<file path="config.mk">
export PLATFORM = sky130hd
export DESIGN_NAME = falc_ram
export DESIGN_NICKNAME = d
export VERILOG_FILES = /design/src/rtl/fully_assoc_lru_cache_macros.svh /design/src/rtl/falc_ram.sv
export SDC_FILE = /design/constraint.sdc
export NUM_CORES = 1
export LEC_CHECK = 0
export BUFFER_PORTS_ARGS = -buffer_cell sky130_fd_sc_hd__buf_2
export CAP_MARGIN = 30
export CORE_MARGIN = 5
export CORE_UTILIZATION = 50
export CTS_CLUSTER_SIZE = 14
export DETAILED_ROUTE_END_ITERATION = 6
export GPL_TIMING_DRIVEN = 0
export PLACE_DENSITY = 0.7
export SKIP_CTS_REPAIR_TIMING = 1
export SYNTH_ARGS = -nofsm -noshare
export SYNTH_HDL_FRONTEND = slang
export SYNTH_SLANG_ARGS = --single-unit
</file>
<file path="constraint.sdc">
create_clock -name clk -period 1.6 [get_ports clk]
set_input_delay 0.08 -clock clk [delete_from_list [all_inputs] [get_ports clk]]
set_output_delay 0.08 -clock clk [all_outputs]
set_load 0.01 [all_outputs]
</file>
<file path="src/rtl/fully_assoc_lru_cache_macros.svh">
// ----------------------------------------------------------------------------
// fully associative lru cache assertion macros
// shared concurrent assertion forms for the cache rtl
// ----------------------------------------------------------------------------
`ifndef FULLY_ASSOC_LRU_CACHE_MACROS_SVH
`define FULLY_ASSOC_LRU_CACHE_MACROS_SVH

// same-cycle implication, disabled while in reset
`define FALC_ASSERT_IMPL(label, clk, rst, ante, cons) \
  label: assert property (@(posedge clk) disable iff (rst) (ante) |-> (cons)) \
    else $error("falc assertion failed");

// next-cycle implication, disabled while in reset
`define FALC_ASSERT_NEXT(label, clk, rst, ante, cons) \
  label: assert property (@(posedge clk) disable iff (rst) (ante) |=> (cons)) \
    else $error("falc assertion failed");

`endif

</file>
<file path="src/rtl/falc_ram.sv">
// ----------------------------------------------------------------------------
// falc_ram
// simple dual-port ram, one write port, one read port with registered data
// ----------------------------------------------------------------------------
module falc_ram #(
  parameter int WIDTH = 8,
  parameter int DEPTH = 16
) (
  input  logic                     clk,
  input  logic                     we,
  input  logic [$clog2(DEPTH)-1:0] waddr,
  input  logic [WIDTH-1:0]         wdata,
  input  logic                     re,
  input  logic [$clog2(DEPTH)-1:0] raddr,
  output logic [WIDTH-1:0]         rdata
);

  logic [WIDTH-1:0] mem [DEPTH];

  // write port
  always_ff @(posedge clk) begin
    if (we) begin
      mem[waddr] <= wdata;
    end
  end

  // registered read port
  always_ff @(posedge clk) begin
    if (re) begin
      rdata <= mem[raddr];
    end
  end

endmodule

</file>
# ---- After elaboration in Yosys (flattened, before gate mapping)
# Memories as Yosys holds them, arrays and structs flattened. A register that Yosys moved wholly into a read port is not among the register bits.
# Cells that the tools add are included.
dict set report word_totals {
  register_bits 0
  ram_bits 128
  in_bits 19
  elab_cells 3
  mem_count 1
}
# name words width rd rd_ports_with_merged_regs write_ports line
set memory_table {}
lappend memory_table {mem 16 8 1 1 1 falc_ram.sv:18} ;# logic [WIDTH-1:0] mem [DEPTH];
dict set report classes {
  mux 2
}
# cell count
set ops {}
lappend ops {{$mux 1} 2}

# ---- Logic depth before layout (Yosys ltp)
dict set report depth {
  ltp_word 2
  depth_mapped 5
  depth_no_buf 3
}

# ---- Worst setup path before layout
# OpenSTA, ideal clock, no wires.
dict set report synth_timing {
  kind {input to register}
  startpoint {input waddr[2]}
  endpoint {memory mem[0][0], enable pin}
  t_arrival_ns 1.190
  required_ns 1.217
  setup_slack_ns 0.027
  stages 2
  n_path_buf 0
  path_cell_list {or3b_2 nor3_1}
}
# item line
set synth_lines {}
lappend synth_lines {{from (decl)} falc_ram.sv:11} ;# input logic [$clog2(DEPTH)-1:0] waddr,
lappend synth_lines {{to (decl)} falc_ram.sv:18}
# No word-level cell before the write port.

==> impl_metrics.ini <==
[placement]
globalplace.congestion = 0.778
placement.io_buffers = 25
dp.cells = 394
hpwl_um = 6140

[final_layout]
num-nets-final = 305
postLayoutCoreUtil_pct = 60.5
instances_no_fill = 435
num_antenna_cells = 0
layout-area-overhead-vs-synth_pct = 19.0
post_route_cells_drive_above_1_share_pct = 29.1

[setup_path]
critPathLaunchType = register
reg2regPathDepth = 3
delay_of_the_slowest_cell_on_the_worst_path_ns = 0.50
critPathKind = register to register
worst_path_bufs_invs = 0
worstPathCellList = mux4_2 -> a22oi_1 -> nand2_1
slowest_stage = sky130_fd_sc_hd__mux4_2
cp.required_ns = 1.85
rrSetupSlack_ns = 0.1
r2r-end = rdata[7]
total_number_of_cells_along_the_worst_setup_path = 3
timing.critical_path.max_delay_family = multiplexers
setup.worst_path.end_class = register
timing.critical_path.arrival_ns = 1.75
cp_max_fo = 1
worst_setup_path_startpoint = mem[4][7]
r2r_start = mem[4][7]
crit_path_end = rdata[7]

[clock_tree]
cts_sinks = 136
number_of_levels_the_h_tree_was_split_into = 4
cts_tree = yes
root_buffer = sky130_fd_sc_hd__clkbuf_8
cts-buffers-inserted = 17
clock_latency_ns = 0.51
clk_pin_slew_worst_paths_ns = 0.06
ctsLongestPathBuffers = 2

[detailed_routing]
wirelength_um = 9590
detailedRoute.firstPassIterationCount = 5
route.layer.met1.wl_um = 4000
top_layer = met4
num_vias = 2468
met3_wirelength_um = 670
vias_per_cell = 5.67
drc = 0
wl_per_cell_um = 22.0
detail-route-antenna-nets = 0
route.met2.wl_um = 4730
dr.first_iter.drc_count = 179

[pwr]
total_power_mw = 8.15
p_leak_nw = 2.09
pwr_density_cell_nw_per_um2 = 1310
peakVddDrop_v = 0.000732

[sta]
rsz0062_at_grt = false
timing.max_slew.rel_slack_pct = 44.2
final_min_period_over_clock_period_pct = 93.8
tightestPinTransition_ns = 0.833
fmax_ghz = 0.667
final-hold-violation-count = 0
final_max_slew_viol_count = 0
setup_viol = 0
timing.setup.tns_ns = 0
final.min_clock_period_ns = 1.50
finClkSkew_ns = 0.00715

[synthesis]
mappedNetlistArea_um2 = 5230
synth-seq-cells = 136
syn_inst = 229
synth_top_cell_by_area = sky130_fd_sc_hd__edfxtp_1
synth_area_per_cell_um2 = 22.8
postSynthNetCount = 248
post-synth-top-area-fraction_pct = 78.1
post_synth_main_area_contributors = sky130_fd_sc_hd__edfxtp_1, sky130_fd_sc_hd__mux4_2, sky130_fd_sc_hd__mux4_1, sky130_fd_sc_hd__a22oi_1, sky130_fd_sc_hd__nor2_1
synth-warning-count = 0
yosys.cell_types.count = 18
sequential_area_share_after_synthesis_pct = 78.1

[global_routing]
grt_pass1_wl_um = 14500
grt_overflow = 0
grt_usage_pct = 16.2
grt_pass1_vias = 2450
grt_start_max_net_pins = 17
antenna_found_initial = 0

[job]
max_capacitance_violation_total = 0

[floorplan]
die_width_um = 112
coreArea_um2 = 10300
chipHeight_um = 112
fp.dieArea_um2 = 12600
start_util_pct = 50.9
placement_rows = 37
floorplan.io_pins = 27

[min_path]
holdCritPathClass = primary input to register
min-delay-start = waddr[0]

[outcome]
status = completed
==> kinds of logic after synthesis <==
group | Yosys count | share of synthesized area (%)
simple gates | 35 | 3.14
mux | 32 | 14.8
flops | 136 | 78.1
buf+inv | 10 | 1.65
compound gates | 16 | 2.30
==> sequential cells by signal, summed over array words and instances, names as in the netlist <==
name and count:
mem 128, rdata 8
==> area by class of cell <==
| type | instances | area, um2 |
|---|---|---|
| buffer | 10 | 86.3 |
| clock buffer | 18 | 418 |
| clock inverter | 14 | 158 |
| fill | 726 | 4060 |
| multi-input combinational | 83 | 1060 |
| sequential | 136 | 4080 |
| tap | 136 | 170 |
| timing repair buffer | 38 | 243 |
==> worst reg2reg max path: cells and delay by family (launching register included) <==
family          cells  cell delay [ns]
mux                 1             0.50
simple gates        1             0.12
flops               1             0.37
compound gates      1             0.24
==> metrics by stage <==
stage / hold WS, ns / instance area [um2] / worst slack [ns]
after CTS: -0.120 / 6130 / 0.0217
after global routing: 0.0228 / 6220 / 0.0418
after global placement: 0.415 / 5520 / -0.538
after floorplan: 0.179 / 5230 / 0.0271
final: 0.0297 / 6220 / 0.0998
after detailed placement: 0.419 / 5550 / -0.181
==> per-layer routing <==
layer  vias to the layer above  track usage [%]
li1                       1100                -
met1                      1255             21.8
met2                        99             25.5
met3                        14             3.56
met4                         0             7.37
met5                         -                0
==> report_power, final <==
group / internal, mW / total, mW / leakage (nW) / switching, mW
registers: 4.02 / 4.03 / 1.24 / 0.0160
clock network: 2.35 / 3.72 / 0.277 / 1.37
logic: 0.171 / 0.399 / 0.577 / 0.228
total: 6.54 / 8.15 / 2.09 / 1.62
==> worst min path at each step <==
stage	slack (ns)	end	cells after the start
global route	0.02	mem[0][6]	2
detailed placement	0.42	rdata[6]	1
global placement	0.41	rdata[1]	1
floorplan	0.18	mem[0][0]	0
finish	0.03	mem[0][6]	2
CTS	-0.12	rdata[3]	1
==> cell usage in the layout, fill, tap and decap left out, types with 4 or more instances in the layout <==
cell	n
sky130_fd_sc_hd__mux4_2	18
sky130_fd_sc_hd__edfxtp_1	136
sky130_fd_sc_hd__buf_4	4
sky130_fd_sc_hd__nor3_1	4
sky130_fd_sc_hd__dlygate4sd3_1	9
sky130_fd_sc_hd__nand2_1	9
sky130_fd_sc_hd__nor2_1	13
sky130_fd_sc_hd__buf_2	29
sky130_fd_sc_hd__a22oi_1	15
sky130_fd_sc_hd__clkbuf_16	16
sky130_fd_sc_hd__mux4_1	14
==> synthesized netlist by cell type, drive strengths merged <==
library cell and number:
a22oi 16, and2b 1, nand2b 2, nand3 1
buf 7, edfxtp 136, clkdlybuf4s25 3, nand3b 2
or3b 1, mux4 32, nor2 13, nand2 9
nor3 4, nor2b 1, and2 1
(Power assumes the default switching activity.)
